==> src/rtl/jjpd_pkg.sv <==
// Shared types, constants and saturation helpers of the joystick jog PD joint controller.
`default_nettype none

package jjpd_pkg;

  localparam int JOINTS     = 3;
  localparam int AXIS_W     = 16;
  localparam int ANGLE_W    = 24;
  localparam int GAIN_W     = 24;
  localparam int REF_W      = 32;
  localparam int CMD_W      = 32;
  localparam int X_W        = 40;
  localparam int LO_W       = 20;
  localparam int MUL_A_W    = X_W - LO_W + 1;
  localparam int MUL_B_W    = GAIN_W + 1;
  localparam int MUL_P_W    = MUL_A_W + MUL_B_W;
  localparam int ACC_W      = MUL_P_W + LO_W;
  localparam int TERM_W     = 47;
  localparam int CFG_IDX_W  = 4;
  localparam int CFG_DATA_W = 24;

  localparam logic [AXIS_W-1:0] DEAD_Q = 16'd6554;

  localparam logic [CFG_IDX_W-1:0] REG_DRIVE_MODE  = 4'd0;
  localparam logic [CFG_IDX_W-1:0] REG_RATE_SCALE  = 4'd1;
  localparam logic [CFG_IDX_W-1:0] REG_PROP_GAIN_A = 4'd2;
  localparam logic [CFG_IDX_W-1:0] REG_PROP_GAIN_B = 4'd3;
  localparam logic [CFG_IDX_W-1:0] REG_PROP_GAIN_C = 4'd4;
  localparam logic [CFG_IDX_W-1:0] REG_DAMP_GAIN_A = 4'd5;
  localparam logic [CFG_IDX_W-1:0] REG_DAMP_GAIN_B = 4'd6;
  localparam logic [CFG_IDX_W-1:0] REG_DAMP_GAIN_C = 4'd7;

  localparam logic [1:0] MODE_TORQUE   = 2'd0;
  localparam logic [1:0] MODE_VELOCITY = 2'd1;
  localparam logic [1:0] MODE_POSITION = 2'd2;

  typedef struct packed {
    logic [1:0]                    drive_mode;
    logic [GAIN_W-1:0]             rate_scale;
    logic [JOINTS-1:0][GAIN_W-1:0] prop_gain;
    logic [JOINTS-1:0][GAIN_W-1:0] damp_gain;
  } cfg_t;

  typedef enum logic [4:0] {
    S_IDLE, S_JNUM, S_JEST, S_JFIX, S_REF,
    S_ERR, S_PLO, S_PHI, S_PRND,
    S_DIFF, S_RLO, S_RHI, S_RRND,
    S_DLO, S_DHI, S_DRND,
    S_OUT, S_DONE
  } state_t;

  typedef enum logic [4:0] {
    DP_NOP, DP_CAPTURE, DP_JOG_NUM, DP_JOG_EST, DP_JOG_FIX, DP_REF_UPD,
    DP_X_ERR, DP_X_DIFF, DP_MUL_LO, DP_MUL_HI,
    DP_RND_X, DP_RND_T, DP_RND_ACC,
    DP_OUT_SUB, DP_OUT_ACC, DP_OUT_REF, DP_OUT_ZERO, DP_PUBLISH
  } dp_op_t;

  typedef enum logic [1:0] {
    COEF_RATE, COEF_KP, COEF_KD
  } coef_sel_t;

  typedef struct packed {
    dp_op_t     op;
    coef_sel_t  coef;
    logic       sh12;
    logic [1:0] joint;
  } dp_cmd_t;

  function automatic logic signed [CMD_W-1:0] sat_cmd(input logic signed [ACC_W-1:0] v);
    logic signed [ACC_W-1:0] hi;
    logic signed [ACC_W-1:0] lo;
    hi = {{(ACC_W-CMD_W+1){1'b0}}, {(CMD_W-1){1'b1}}};
    lo = {{(ACC_W-CMD_W+1){1'b1}}, {(CMD_W-1){1'b0}}};
    if (v > hi) return {1'b0, {(CMD_W-1){1'b1}}};
    if (v < lo) return {1'b1, {(CMD_W-1){1'b0}}};
    return v[CMD_W-1:0];
  endfunction

  function automatic logic signed [X_W-1:0] sat_x(input logic signed [ACC_W-1:0] v);
    logic signed [ACC_W-1:0] hi;
    logic signed [ACC_W-1:0] lo;
    hi = {{(ACC_W-X_W+1){1'b0}}, {(X_W-1){1'b1}}};
    lo = {{(ACC_W-X_W+1){1'b1}}, {(X_W-1){1'b0}}};
    if (v > hi) return {1'b0, {(X_W-1){1'b1}}};
    if (v < lo) return {1'b1, {(X_W-1){1'b0}}};
    return v[X_W-1:0];
  endfunction

endpackage

`default_nettype wire

==> src/rtl/jjpd_dp.sv <==
// Datapath: jog reference update, shared multiplier with accumulator, result registers.
`default_nettype none

module jjpd_dp
  import jjpd_pkg::*;
#(
  parameter int ANGLE_FRAC_BITS = 20
) (
  input  logic                      clk,
  input  logic                      rst,
  input  dp_cmd_t                   cmd,
  input  cfg_t                      cfg,
  input  logic signed [AXIS_W-1:0]  stick_axis,
  input  logic signed [ANGLE_W-1:0] angle_a,
  input  logic signed [ANGLE_W-1:0] angle_b,
  input  logic signed [ANGLE_W-1:0] angle_c,
  output logic signed [CMD_W-1:0]   command_a,
  output logic signed [CMD_W-1:0]   command_b,
  output logic signed [CMD_W-1:0]   command_c
);

  // jog delta = round(|axis| * 2^(F+1) / 327680000), reduced by a common power of two
  localparam int JS = (ANGLE_FRAC_BITS + 1 < 15) ? ANGLE_FRAC_BITS + 1 : 15;
  localparam int JX = ANGLE_FRAC_BITS + 1 - JS;
  localparam int JNUM_W = 16 + JX;
  localparam longint JDEN_L = 64'd327680000 >> JS;
  localparam logic [JNUM_W-1:0] JDEN = JNUM_W'(JDEN_L);
  localparam logic [JNUM_W-1:0] JHALF = JNUM_W'(JDEN_L / 2);
  localparam logic [JNUM_W-1:0] JRECIP = JNUM_W'((64'd1 << JNUM_W) / JDEN_L);
  localparam longint STEP_L = ((64'd1 << (ANGLE_FRAC_BITS + 1)) + 64'd5000) / 64'd10000;
  localparam logic signed [ACC_W-1:0] STEP_Q = ACC_W'(STEP_L);
  localparam logic signed [REF_W-1:0] UPPER_Q = REF_W'(((64'd1 << ANGLE_FRAC_BITS) * 4) / 5);

  logic signed [AXIS_W-1:0]  axis_r;
  logic signed [ANGLE_W-1:0] q_r    [JOINTS];
  logic signed [ANGLE_W-1:0] prev_r [JOINTS];
  logic signed [REF_W-1:0]   ref_r  [JOINTS];
  logic signed [CMD_W-1:0]   res    [JOINTS];
  logic                      started;
  logic [JNUM_W-1:0]         jnum;
  logic [JNUM_W-1:0]         jest;
  logic                      jneg;
  logic                      jdead;
  logic signed [JNUM_W:0]    delta;
  logic signed [X_W-1:0]     x;
  logic signed [ACC_W-1:0]   acc;
  logic signed [TERM_W-1:0]  term;

  logic [AXIS_W-1:0]         axis_mag;
  logic [2*JNUM_W-1:0]       jprod;
  logic [2*JNUM_W-1:0]       jchk;
  logic [2*JNUM_W-1:0]       jrem;
  logic [JNUM_W-1:0]         jfix;
  logic signed [JNUM_W:0]    delta_mag;
  logic signed [JNUM_W:0]    delta_next;
  logic signed [ACC_W-1:0]   ref_sum [JOINTS];
  logic signed [REF_W-1:0]   ref_upd [JOINTS];
  logic signed [ANGLE_W-1:0] q_sel;
  logic signed [ANGLE_W-1:0] prev_sel;
  logic signed [REF_W-1:0]   ref_sel;
  logic [GAIN_W-1:0]         coef;
  logic signed [MUL_A_W-1:0] mul_a;
  logic signed [MUL_B_W-1:0] mul_b;
  logic signed [MUL_P_W-1:0] prod;
  logic signed [ACC_W-1:0]   prod_lo;
  logic signed [ACC_W-1:0]   prod_hi;
  logic signed [ACC_W-1:0]   rnd_half;
  logic signed [ACC_W-1:0]   rnd_sum;
  logic signed [ACC_W-1:0]   rnd_val;
  logic signed [X_W-1:0]     err_w;
  logic signed [X_W-1:0]     diff_w;
  logic signed [ACC_W-1:0]   sub_w;

  assign axis_mag = axis_r[AXIS_W-1] ? AXIS_W'(-axis_r) : axis_r;

  assign jprod = jnum * JRECIP;
  assign jchk  = jest * JDEN;
  assign jrem  = {{JNUM_W{1'b0}}, jnum} - jchk;
  assign jfix  = (jrem >= {{JNUM_W{1'b0}}, JDEN}) ? jest + 1'b1 : jest;
  assign delta_mag = {1'b0, jfix};

  always_comb begin
    if (jdead) begin
      delta_next = '0;
    end else if (jneg) begin
      delta_next = -delta_mag;
    end else begin
      delta_next = delta_mag;
    end
  end

  always_comb begin
    for (int j = 0; j < JOINTS; j++) begin
      ref_sum[j] = $signed({{(ACC_W-REF_W){ref_r[j][REF_W-1]}}, ref_r[j]})
                 + $signed({{(ACC_W-JNUM_W-1){delta[JNUM_W]}}, delta});
      if ($signed({{(REF_W-ANGLE_W){q_r[j][ANGLE_W-1]}}, q_r[j]}) > UPPER_Q) begin
        ref_sum[j] = ref_sum[j] - STEP_Q;
      end else if (q_r[j][ANGLE_W-1]) begin
        ref_sum[j] = ref_sum[j] + STEP_Q;
      end
      ref_upd[j] = sat_cmd(ref_sum[j]);
    end
  end

  always_comb begin
    case (cmd.joint)
      2'd0: begin
        q_sel    = q_r[0];
        prev_sel = prev_r[0];
        ref_sel  = ref_r[0];
      end
      2'd1: begin
        q_sel    = q_r[1];
        prev_sel = prev_r[1];
        ref_sel  = ref_r[1];
      end
      default: begin
        q_sel    = q_r[2];
        prev_sel = prev_r[2];
        ref_sel  = ref_r[2];
      end
    endcase
  end

  always_comb begin
    case (cmd.coef)
      COEF_KP: coef = cfg.prop_gain[cmd.joint];
      COEF_KD: coef = cfg.damp_gain[cmd.joint];
      default: coef = cfg.rate_scale;
    endcase
  end

  // 40-bit operand goes through the 21x25 multiplier as low then high half
  assign mul_a = (cmd.op == DP_MUL_HI) ? $signed({x[X_W-1], x[X_W-1:LO_W]})
                                       : $signed({1'b0, x[LO_W-1:0]});
  assign mul_b = $signed({1'b0, coef});
  assign prod  = mul_a * mul_b;
  assign prod_lo = $signed({{LO_W{prod[MUL_P_W-1]}}, prod});
  assign prod_hi = $signed({prod, {LO_W{1'b0}}});

  // round half up on a right shift by 8 or 12
  assign rnd_half = cmd.sh12 ? $signed(ACC_W'(2048)) : $signed(ACC_W'(128));
  assign rnd_sum  = acc + rnd_half;
  assign rnd_val  = cmd.sh12 ? (rnd_sum >>> 12) : (rnd_sum >>> 8);

  assign err_w  = $signed({{(X_W-REF_W){ref_sel[REF_W-1]}}, ref_sel})
                - $signed({{(X_W-ANGLE_W){q_sel[ANGLE_W-1]}}, q_sel});
  assign diff_w = $signed({{(X_W-ANGLE_W){q_sel[ANGLE_W-1]}}, q_sel})
                - $signed({{(X_W-ANGLE_W){prev_sel[ANGLE_W-1]}}, prev_sel});
  assign sub_w  = $signed({{(ACC_W-TERM_W){term[TERM_W-1]}}, term}) - acc;

  always_ff @(posedge clk) begin
    if (rst) begin
      started <= 1'b0;
    end else if (cmd.op == DP_JOG_NUM) begin
      started <= 1'b1;
    end
  end

  always_ff @(posedge clk) begin
    case (cmd.op)
      DP_CAPTURE: begin
        axis_r <= stick_axis;
        q_r[0] <= angle_a;
        q_r[1] <= angle_b;
        q_r[2] <= angle_c;
      end
      DP_JOG_NUM: begin
        jnum  <= (JNUM_W'(axis_mag) << JX) + JHALF;
        jneg  <= axis_r[AXIS_W-1];
        jdead <= axis_mag < DEAD_Q;
        if (!started) begin
          for (int j = 0; j < JOINTS; j++) begin
            ref_r[j]  <= $signed({{(REF_W-ANGLE_W){q_r[j][ANGLE_W-1]}}, q_r[j]});
            prev_r[j] <= q_r[j];
          end
        end
      end
      DP_JOG_EST: jest  <= jprod[2*JNUM_W-1:JNUM_W];
      DP_JOG_FIX: delta <= delta_next;
      DP_REF_UPD: begin
        for (int j = 0; j < JOINTS; j++) begin
          ref_r[j] <= ref_upd[j];
        end
      end
      DP_X_ERR: x <= err_w;
      DP_X_DIFF: begin
        x <= diff_w;
        prev_r[cmd.joint] <= q_sel;
      end
      DP_MUL_LO:   acc  <= prod_lo;
      DP_MUL_HI:   acc  <= acc + prod_hi;
      DP_RND_X:    x    <= sat_x(rnd_val);
      DP_RND_T:    term <= rnd_val[TERM_W-1:0];
      DP_RND_ACC:  acc  <= rnd_val;
      DP_OUT_SUB:  res[cmd.joint] <= sat_cmd(sub_w);
      DP_OUT_ACC:  res[cmd.joint] <= sat_cmd(acc);
      DP_OUT_REF:  res[cmd.joint] <= ref_sel;
      DP_OUT_ZERO: res[cmd.joint] <= '0;
      DP_PUBLISH: begin
        command_a <= res[0];
        command_b <= res[1];
        command_c <= res[2];
      end
      default: ;
    endcase
  end

endmodule

`default_nettype wire

==> src/rtl/jjpd_ctrl.sv <==
// Controller: sequences jog, per-joint multiply passes and result handoff.
`default_nettype none

module jjpd_ctrl
  import jjpd_pkg::*;
(
  input  logic       clk,
  input  logic       rst,
  input  logic       in_valid,
  output logic       in_stall,
  output logic       out_valid,
  input  logic       out_stall,
  input  logic [1:0] drive_mode,
  output dp_cmd_t    cmd
);

  state_t     state;
  state_t     state_next;
  logic [1:0] joint;
  logic [1:0] joint_next;
  logic       out_valid_next;
  logic       torque;
  logic       velocity;
  logic       out_free;

  assign torque   = drive_mode == MODE_TORQUE;
  assign velocity = drive_mode == MODE_VELOCITY;
  assign out_free = !out_valid || !out_stall;

  always_ff @(posedge clk) begin
    if (rst) begin
      state     <= S_IDLE;
      joint     <= 2'd0;
      out_valid <= 1'b0;
    end else begin
      state     <= state_next;
      joint     <= joint_next;
      out_valid <= out_valid_next;
    end
  end

  always_comb begin
    state_next = state;
    joint_next = joint;
    case (state)
      S_IDLE: if (in_valid) state_next = S_JNUM;
      S_JNUM: state_next = S_JEST;
      S_JEST: state_next = S_JFIX;
      S_JFIX: state_next = S_REF;
      S_REF: begin
        joint_next = 2'd0;
        state_next = (torque || velocity) ? S_ERR : S_OUT;
      end
      S_ERR:  state_next = S_PLO;
      S_PLO:  state_next = S_PHI;
      S_PHI:  state_next = S_PRND;
      S_PRND: state_next = torque ? S_DIFF : S_RLO;
      S_DIFF: state_next = S_RLO;
      S_RLO:  state_next = S_RHI;
      S_RHI:  state_next = S_RRND;
      S_RRND: state_next = torque ? S_DLO : S_OUT;
      S_DLO:  state_next = S_DHI;
      S_DHI:  state_next = S_DRND;
      S_DRND: state_next = S_OUT;
      S_OUT: begin
        if (joint == 2'd2) begin
          state_next = S_DONE;
        end else begin
          joint_next = joint + 2'd1;
          state_next = (torque || velocity) ? S_ERR : S_OUT;
        end
      end
      S_DONE: if (out_free) state_next = S_IDLE;
      default: state_next = S_IDLE;
    endcase
  end

  always_comb begin
    cmd.op    = DP_NOP;
    cmd.coef  = COEF_RATE;
    cmd.sh12  = 1'b0;
    cmd.joint = joint;
    in_stall  = state != S_IDLE;
    out_valid_next = (out_valid && !out_stall) ? 1'b0 : out_valid;
    case (state)
      S_IDLE: if (in_valid) cmd.op = DP_CAPTURE;
      S_JNUM: cmd.op = DP_JOG_NUM;
      S_JEST: cmd.op = DP_JOG_EST;
      S_JFIX: cmd.op = DP_JOG_FIX;
      S_REF:  cmd.op = DP_REF_UPD;
      S_ERR:  cmd.op = DP_X_ERR;
      S_PLO: begin
        cmd.op   = DP_MUL_LO;
        cmd.coef = COEF_KP;
      end
      S_PHI: begin
        cmd.op   = DP_MUL_HI;
        cmd.coef = COEF_KP;
      end
      S_PRND: begin
        cmd.op   = torque ? DP_RND_T : DP_RND_X;
        cmd.sh12 = 1'b1;
      end
      S_DIFF: cmd.op = DP_X_DIFF;
      S_RLO:  cmd.op = DP_MUL_LO;
      S_RHI:  cmd.op = DP_MUL_HI;
      S_RRND: cmd.op = torque ? DP_RND_X : DP_RND_ACC;
      S_DLO: begin
        cmd.op   = DP_MUL_LO;
        cmd.coef = COEF_KD;
      end
      S_DHI: begin
        cmd.op   = DP_MUL_HI;
        cmd.coef = COEF_KD;
      end
      S_DRND: begin
        cmd.op   = DP_RND_ACC;
        cmd.sh12 = 1'b1;
      end
      S_OUT: begin
        case (drive_mode)
          MODE_TORQUE:   cmd.op = DP_OUT_SUB;
          MODE_VELOCITY: cmd.op = DP_OUT_ACC;
          MODE_POSITION: cmd.op = DP_OUT_REF;
          default:       cmd.op = DP_OUT_ZERO;
        endcase
      end
      S_DONE: begin
        if (out_free) begin
          cmd.op         = DP_PUBLISH;
          out_valid_next = 1'b1;
        end
      end
      default: ;
    endcase
  end

`ifndef SYNTHESIS
  a_publish_free: assert property (@(posedge clk) disable iff (rst)
    (cmd.op == DP_PUBLISH) |-> (!out_valid || !out_stall))
    else $error("result published over a word not yet taken");

  a_publish_valid: assert property (@(posedge clk) disable iff (rst)
    (cmd.op == DP_PUBLISH) |=> (out_valid && state == S_IDLE))
    else $error("publish did not raise out_valid");

  a_accept_starts: assert property (@(posedge clk) disable iff (rst)
    (in_valid && !in_stall) |=> (state == S_JNUM))
    else $error("accepted word did not start the jog sequence");

  a_last_joint: assert property (@(posedge clk) disable iff (rst)
    (state == S_OUT && joint == 2'd2) |=> (state == S_DONE))
    else $error("joint sequence overran");
`endif

endmodule

`default_nettype wire

==> src/rtl/joystick_jog_pd_joint_control.sv <==
// Top level of the joystick jog PD joint controller: configuration registers and core.
`default_nettype none

// One input word carries a joystick axis and three measured joint angles; one output word
// carries three commands (PD torque, velocity or position per drive_mode, zero in the
// unused mode). Each word runs through the jog and reference update (numerator, estimate,
// fix, reference), then in torque and velocity mode through the three joints in turn on
// one shared 21x25 multiplier that takes two passes per product. A new word is accepted
// only once the previous result has been published; that result is held in an output
// register, so the next word is taken while it still waits. Configuration writes are taken
// every cycle and belong only in idle periods.
module joystick_jog_pd_joint_control
  import jjpd_pkg::*;
#(
  parameter int ANGLE_FRAC_BITS = 20
) (
  input  logic                      clk,
  input  logic                      rst,
  input  logic                      in_valid,
  output logic                      in_stall,
  input  logic signed [AXIS_W-1:0]  stick_axis,
  input  logic signed [ANGLE_W-1:0] angle_a,
  input  logic signed [ANGLE_W-1:0] angle_b,
  input  logic signed [ANGLE_W-1:0] angle_c,
  output logic                      out_valid,
  input  logic                      out_stall,
  output logic signed [CMD_W-1:0]   command_a,
  output logic signed [CMD_W-1:0]   command_b,
  output logic signed [CMD_W-1:0]   command_c,
  input  logic                      cfg_valid,
  output logic                      cfg_ready,
  input  logic [CFG_IDX_W-1:0]      cfg_index,
  input  logic [CFG_DATA_W-1:0]     cfg_data
);

  cfg_t    cfg;
  dp_cmd_t cmd;

  assign cfg_ready = 1'b1;

  always_ff @(posedge clk) begin
    if (rst) begin
      cfg.drive_mode   <= MODE_TORQUE;
      cfg.rate_scale   <= 24'd256000;
      cfg.prop_gain[0] <= 24'd4096000;
      cfg.prop_gain[1] <= 24'd4096000;
      cfg.prop_gain[2] <= 24'd2457600;
      cfg.damp_gain[0] <= 24'd409600;
      cfg.damp_gain[1] <= 24'd409600;
      cfg.damp_gain[2] <= 24'd245760;
    end else if (cfg_valid && cfg_ready) begin
      case (cfg_index)
        REG_DRIVE_MODE:  cfg.drive_mode   <= cfg_data[1:0];
        REG_RATE_SCALE:  cfg.rate_scale   <= cfg_data;
        REG_PROP_GAIN_A: cfg.prop_gain[0] <= cfg_data;
        REG_PROP_GAIN_B: cfg.prop_gain[1] <= cfg_data;
        REG_PROP_GAIN_C: cfg.prop_gain[2] <= cfg_data;
        REG_DAMP_GAIN_A: cfg.damp_gain[0] <= cfg_data;
        REG_DAMP_GAIN_B: cfg.damp_gain[1] <= cfg_data;
        REG_DAMP_GAIN_C: cfg.damp_gain[2] <= cfg_data;
        default: ;
      endcase
    end
  end

  jjpd_ctrl u_ctrl (
    .clk        (clk),
    .rst        (rst),
    .in_valid   (in_valid),
    .in_stall   (in_stall),
    .out_valid  (out_valid),
    .out_stall  (out_stall),
    .drive_mode (cfg.drive_mode),
    .cmd        (cmd)
  );

  jjpd_dp #(
    .ANGLE_FRAC_BITS (ANGLE_FRAC_BITS)
  ) u_dp (
    .clk        (clk),
    .rst        (rst),
    .cmd        (cmd),
    .cfg        (cfg),
    .stick_axis (stick_axis),
    .angle_a    (angle_a),
    .angle_b    (angle_b),
    .angle_c    (angle_c),
    .command_a  (command_a),
    .command_b  (command_b),
    .command_c  (command_c)
  );

endmodule

`default_nettype wire
==> config.mk <==
export PLATFORM = sky130hd
export DESIGN_NAME = joystick_jog_pd_joint_control
export DESIGN_NICKNAME = d
export VERILOG_FILES = /design/src/rtl/jjpd_pkg.sv /design/src/rtl/jjpd_dp.sv /design/src/rtl/jjpd_ctrl.sv /design/src/rtl/joystick_jog_pd_joint_control.sv
export SDC_FILE = /design/constraint.sdc
export NUM_CORES = 2
export LEC_CHECK = 0
export BUFFER_PORTS_ARGS = -buffer_cell sky130_fd_sc_hd__buf_2
export CAP_MARGIN = 40
export CORE_MARGIN = 2
export CORE_UTILIZATION = 30
export DETAILED_ROUTE_END_ITERATION = 10
export PLACE_DENSITY = 0.43
export SYNTH_ARGS = -nofsm -noshare
export SYNTH_HDL_FRONTEND = slang
export SYNTH_SLANG_ARGS = --single-unit
export TNS_END_PERCENT = 10
==> constraint.sdc <==
create_clock -name clk -period 16.2 [get_ports clk]
set_clock_uncertainty 0.15 [all_clocks]
set_input_delay 3.24 -clock clk [delete_from_list [all_inputs] [get_ports clk]]
set_output_delay 3.24 -clock clk [all_outputs]
set_load 0.005 [all_outputs]
# Word-level counts from Yosys, hierarchy flattened
# Memory sizes are Yosys's and may differ from the RTL's. A register that Yosys moved wholly into a read port is not among the register bits.
# Cells that the tools add are included.
dict set report op_classes {
  n_addsub 20
  n_mul 3
  order_cmp 18
  n_eq_ne 50
  mux 118
  n_bitwise 7
  reduce_logical 30
}
# operator n
set ops {}
lappend ops {{$mux W32} 28}
lappend ops {{$mux W66} 6}
lappend ops {{$gt A66 B32 Y1 const B} 5}
lappend ops {{$lt A66 B32 Y1 const B} 5}
lappend ops {{$add A66 B9 Y66 const B} 3}
lappend ops {{$pmux W66 S3} 1}
lappend ops {{$sub A66 B9 Y66 const B} 3}
lappend ops {{$mux W40} 4}
lappend ops {{$pmux W24 S2} 3}
lappend ops {{$pmux W40 S3} 1}
lappend ops {{$add A32 B23 Y33} 3}
lappend ops {{$bmux W24 S2} 2}
lappend ops {{$pmux W5 S18} 1}
lappend ops {{$eq A5 B4 Y1 const B} 16}
lappend ops {{$gt A24 B21 Y1 const B} 3}
lappend ops {{$mux W24} 3}
lappend ops {{$pmux W5 S14} 1}
lappend ops {{$add A66 B13 Y66} 1}
lappend ops {{$add A66 B66 Y66} 1}
lappend ops {{$sub A47 B66 Y66} 1}
lappend ops {{$pmux W32 S2} 1}
lappend ops {{$gt A58 B40 Y1 const B} 1}
lappend ops {{$lt A58 B40 Y1 const B} 1}
lappend ops {{$mux W57} 1}
lappend ops {{50 further kinds} 151}
dict set report totals {
  regBits 404
  ram_bits 336
  output_inout_bits 99
  word_cells 272
  n_memories 4
}
# memory depth word_bits rd rd_clocked_by_memory_dff write_ports line_no
set memory_table {}
lappend memory_table {u_dp.ref_r 3 32 3 0 3 jjpd_dp.sv:37} ;# logic signed [REF_W-1:0] ref_r [JOINTS];
lappend memory_table {u_dp.res 3 32 3 3 1 jjpd_dp.sv:38} ;# logic signed [CMD_W-1:0] res [JOINTS];
lappend memory_table {u_dp.prev_r 3 24 3 0 3 jjpd_dp.sv:36} ;# logic signed [ANGLE_W-1:0] prev_r [JOINTS];
lappend memory_table {u_dp.q_r 3 24 3 0 3 jjpd_dp.sv:35} ;# logic signed [ANGLE_W-1:0] q_r [JOINTS];

# Logic depth before layout (Yosys ltp)
dict set report logic_depth {
  word_depth 14
  ltp_mapped 53
  depth_no_buf 48
}

# Modules after synthesis
# Synthesis repeated with hierarchy kept, for this count alone.
dict set report hier_totals {
  cells_unflattened 8646
  area_unflattened_um2 78300.1
}
# module n_inst cells_each area_per_inst_um2
set by_module_without_submodules {}
lappend by_module_without_submodules {jjpd_dp 1 7914 70756.6}
lappend by_module_without_submodules {joystick_jog_pd_joint_control 1 606 6658.9}
lappend by_module_without_submodules {jjpd_ctrl 1 126 884.6}

# Least setup slack after synthesis
# OpenSTA, ideal clock, no wires.
dict set report synth_timing {
  kind {reg-to-reg}
  startpoint {register u_ctrl.state[2]}
  endpoint {register u_dp.acc[58] (data pin)}
  setup_ns 0.281
  t_arrival_ns 11.140
  required_ns 15.769
  setup_slack_ns 4.629
  path_stages_with_launch 48
  synth_period_minus_slack_ns 11.571
  path_cell_list {dfxtp_1 > buf_2 > clkbuf_1 > nand2_1 > or3_1 > ha_1 > clkbuf_1 > buf_1 > mux2i_1 > clkbuf_1 > nor2_1 > fa_1 > fa_1 > inv_1 > fa_1 > inv_1 > fa_1 > fa_1 > (+12 left out) > o21ai_1 > a21o_1 > a31o_2 > a21oi_1 > xnor2_1 > ha_1 > a21o_1 > a21oi_1 > nand2_1 > a21oi_1 > nor2b_1 > or2_2 > a21oi_1 > o21ai_0 > a21o_1 > a21oi_1 > xor2_1 > o21ai_0}
}
dict set report synth_via {
  elab_chain_cells 8
  word_cells_on_any_way 38
  cone_classes {add/sub (2); mul (1); eq/ne (22); mux (7); reduce/logical (6)}
}
# element line_no
set synth_rtl {}
lappend synth_rtl {{start, declared} jjpd_ctrl.sv:17} ;# state_t state;
lappend synth_rtl {{start signal, assigned} jjpd_ctrl.sv:36} ;# state <= state_next;
lappend synth_rtl {{$eq A5 B3 Y1 / $eq A5 B4 Y1 (equally long branches)} jjpd_ctrl.sv:85} ;# case (state)
lappend synth_rtl {{$reduce_or A3 Y1 (no line) / $reduce_or A2 Y1 (equally long branches)} -}
lappend synth_rtl {{$pmux W5 S14 / $pmux W2 S2 (equally long branches)} jjpd_ctrl.sv:85}
lappend synth_rtl {{$eq A5 B4 Y1 (tied with other cells)} {jjpd_dp.sv:134, jjpd_dp.sv:161}}
lappend synth_rtl {{$mux W21 / $pmux W24 S2 (equally long branches)} {jjpd_dp.sv:134, jjpd_dp.sv:126}}
lappend synth_rtl {{$mul A21 B25 Y46} jjpd_dp.sv:137} ;# assign prod = mul_a * mul_b;
lappend synth_rtl {{$add A66 B66 Y66} jjpd_dp.sv:192} ;# DP_MUL_HI: acc <= acc + prod_hi;
lappend synth_rtl {{$pmux W66 S3 *} jjpd_dp.sv:161} ;# case (cmd.op)
lappend synth_rtl {{end signal, assigned} jjpd_dp.sv:191} ;# DP_MUL_LO: acc <= prod_lo;
lappend synth_rtl {{end signal, assigned} jjpd_dp.sv:192}
lappend synth_rtl {{end signal, assigned} jjpd_dp.sv:195} ;# DP_RND_ACC: acc <= rnd_val;
lappend synth_rtl {{end, declared} jjpd_dp.sv:46} ;# logic signed [ACC_W-1:0] acc;
# Mark *: on every way between the ends. The rest lies on a longest branch, timed or not.
# A chain may end at the register's enable or synchronous reset.

# Final worst setup path
dict set report layout_timing {
  startpoint {register u_ctrl.state[3]}
  endpoint {register u_dp.acc[61] (data pin)}
}
# Same word-level chain as after synthesis.

==> reports/metrics.cfg <==
[logic_synthesis]
synthArstFlopShare_pct=0
syn_avg_cell_area_um2=8.85
synth.distinct_cells=125
synth_top_area_cell=edfxtp_1
ys.flop_type=edfxtp_1
ys_warn_count=0
yosysMostFrequentCell=nand2_1
syn_area_mm2=0.0777
syn-num-nets=9983
synth_seq_cells=825
ys_seq_area_share_pct=29.6
syn_inst=8781
yosys-top-cells-area=edfxtp_1, fa_1, ha_1
synth_edf_count=646
synth.top_cells.by_count=nand2_1, inv_1, a21oi_1
synth_top_area_share_pct=25.0

[clocking]
cts_hold_buf=0
root_buffer=clkbuf_16
cts_setup_buffers=0
numCtsBuffers=105
clk_pin_slew_ns=0.06
cts_tree=built
cts_htree_levels=3
clockBufferDepth=3
cts_resized=0
clk_latency_ns=0.82
cts.sinks=825

[setup_path]
crit_type=flip-flop to flip-flop
r2r_cells=44
crit_family=adder cells
arrival_ns=13.23
crit_end=u_dp.acc[61]$_DFFE_PP_
crit_top_cell=fa_1
r2r-end=u_dp.acc[61]$_DFFE_PP_
crit_cells=44
cp-end-kind=flip-flop
max_stage_delay_ns=0.82
required_ns=16.53
crit_fanout=48
ff2ff_setup_slack_ns=3.30
start_kind=flip-flop
crit_buf_inv=6
slowest_stage=dfxtp_1
cp-startpoint=u_ctrl.state[3]$_SDFFE_PP0P_
r2r-start=u_ctrl.state[3]$_SDFFE_PP0P_

[detailed_routing]
num_vias=66700
dr.pass1.iters=6
ant_nets=0
routed_wl_um=299000
avgRoutedWirePerCell_um=24.1
drt_iter0_drc=5459
drc=0
via_per_inst=5.39

[floorplan]
fp.dieArea_mm2=0.263
io_pins=220
rows=186
fp.dieH_um=513
die_w_um=513
start_util_pct=30.2
core_area_mm2=0.257

[sta]
rsz0062_at_grt=no
finalHoldViolCount=0
setup_viol=0
tns_ns=0
fin_crit_sh_pct=79.6
maxSlewViolCount=0
slew_headroom_pct=34.4
worst_pin_slew_ns=0.979
fmax_ghz=0.0775
fin_crit_ns=12.90

[final_layout]
area_delta_synth_final_pct=11.8
fin_nets=10100
drive_gt1_share_pct=9.06
utilization_pct=33.8
n_fill_cell=26800

[hold_path]
hold_path_class=flip-flop to flip-flop
min-delay-start=u_dp.res[0][3]$_DFFE_PP_

[power_and_ir_drop]
powerDensity_mw_per_mm2=185
power_leakage_uw=0.0367
irDropWorstVdd_uv=330

[run]
maxCapViolations=0

[placement]
io_buffers=218
detailedPlacementHpwl_um=232000
place_congestion=0.898

[grt]
groute.usage.overall_pct=22.0
grt_pass1_wl_um=438000
grt_pass1_vias=65700
grt.overflow.total=0
grt_antenna_before_repair=15
grt_max_degree=87

[run_status]
outcome=finished clean

[worst register-to-register path, delay by kind of cell (launching register included)]
family	cells	cell delay [ns]
adders and majority gates	10	4.73
muxes	1	0.57
AOI/OAI and AO/OA	17	3.59
buffers and inverters	6	0.96
and+or+nand+nor	8	1.40
DFF	1	0.82
xor gates and xnor gates	2	0.36
[flip-flops by register name, summed over array words and instances, names as in the netlist, 2 cells and up]
register and count:
u_dp.axis_r 16, u_dp.delta 18, u_ctrl.joint 2, u_dp.term 47, u_dp.x 40, command_c 32, u_dp.acc 66, command_b 32
u_dp.res 96, u_dp.jest 9, command_a 32, u_dp.jnum 16, u_dp.prev_r 72, u_ctrl.state 5, u_dp.q_r 72, u_dp.ref_r 96
cfg 170
[report_power, final]
group	internal, uW	switching [uW]
Clock	1420	1080
Sequential	2580	188
Combinational	4280	6500
Total	8280	7770
[per-stage QoR]
step                      power [uW]  instance area (um^2)  setup WS (ns)  hold WS, ns  cells
after global placement         13400                 82800           3.48        0.251  12100
after detailed placement       13500                 83200           3.38        0.255  12200
after floorplan                10500                 77700           4.63        0.250   8781
after CTS                      16100                 86900           3.35        0.226  12400
after global routing           17400                 86900           2.67        0.220  12400
final                          16000                 86900           3.30        0.228  12400
[logic make-up after synthesis]
family          after synthesis  synth area share (%)
simple gates               2834                  16.9
flops                       825                  29.6
other cells                   1               0.00483
mux                         147                  2.01
fa+ha+maj                  1081                  22.0
xor+xnor                    438                  4.97
buf+inv                    1278                  6.32
compound gates             2177                  18.3
[cell usage in the layout (no fill, tap or decap), types with 49 or more instances in the layout]
master / netlist / final
dfxtp_1: 179 / 178
and2_1: 78 / 77
o21bai_1: 55 / 55
and3_1: 74 / 73
a21o_1: 191 / 190
mux2_2: 70 / 70
edfxtp_1: 646 / 646
nand3_1: 171 / 170
a31oi_1: 66 / 66
or3_1: 49 / 49
buf_4: 13 / 168
xnor2_1: 293 / 293
nand3b_1: 53 / 53
a22oi_1: 82 / 82
fa_1: 474 / 474
mux2i_1: 77 / 70
xor2_1: 142 / 142
nor2_1: 610 / 604
buf_2: 25 / 226
clkbuf_16: 0 / 106
nand2_1: 1249 / 1248
o21ai_0: 348 / 341
nand2b_1: 64 / 64
nor2b_1: 61 / 57
inv_1: 886 / 886
nor4_1: 61 / 60
a22o_1: 89 / 89
a21oi_1: 762 / 762
nand4_1: 85 / 85
ha_1: 607 / 603
nor3_1: 134 / 133
[metal layers]
layer	share of wire [%]	global-route usage, %
met1	46	30.9
met2	46	35.5
met4	2.9	6.31
met5	0.012	0
met3	5.5	2.56
[layout make-up]
class | instances | area [um^2] | share of cell area [%]
Inverter | 886 | 3330 | 3.83
Sequential cell | 825 | 23000 | 26.4
Multi-Input combinational cell | 6678 | 50000 | 57.6
Timing Repair Buffer | 406 | 2640 | 3.04
Tap cell | 3384 | 4230 | 4.87
Clock inverter | 75 | 877 | 1.01
Clock buffer | 124 | 2780 | 3.20
Antenna cell | 8 | 20.0 | 0.0230
[worst min-delay path by stage]
stage | to | cells past startpoint
CTS | command_a[3]$_DFFE_PN_ | 0
floorplan | command_a[0]$_DFFE_PN_ | 0
detailed placement | command_b[25]$_DFFE_PN_ | 0
global placement | command_b[31]$_DFFE_PN_ | 0
finish | command_a[3]$_DFFE_PN_ | 0
global route | command_a[3]$_DFFE_PN_ | 0
Power figures use the tool's default switching activity.
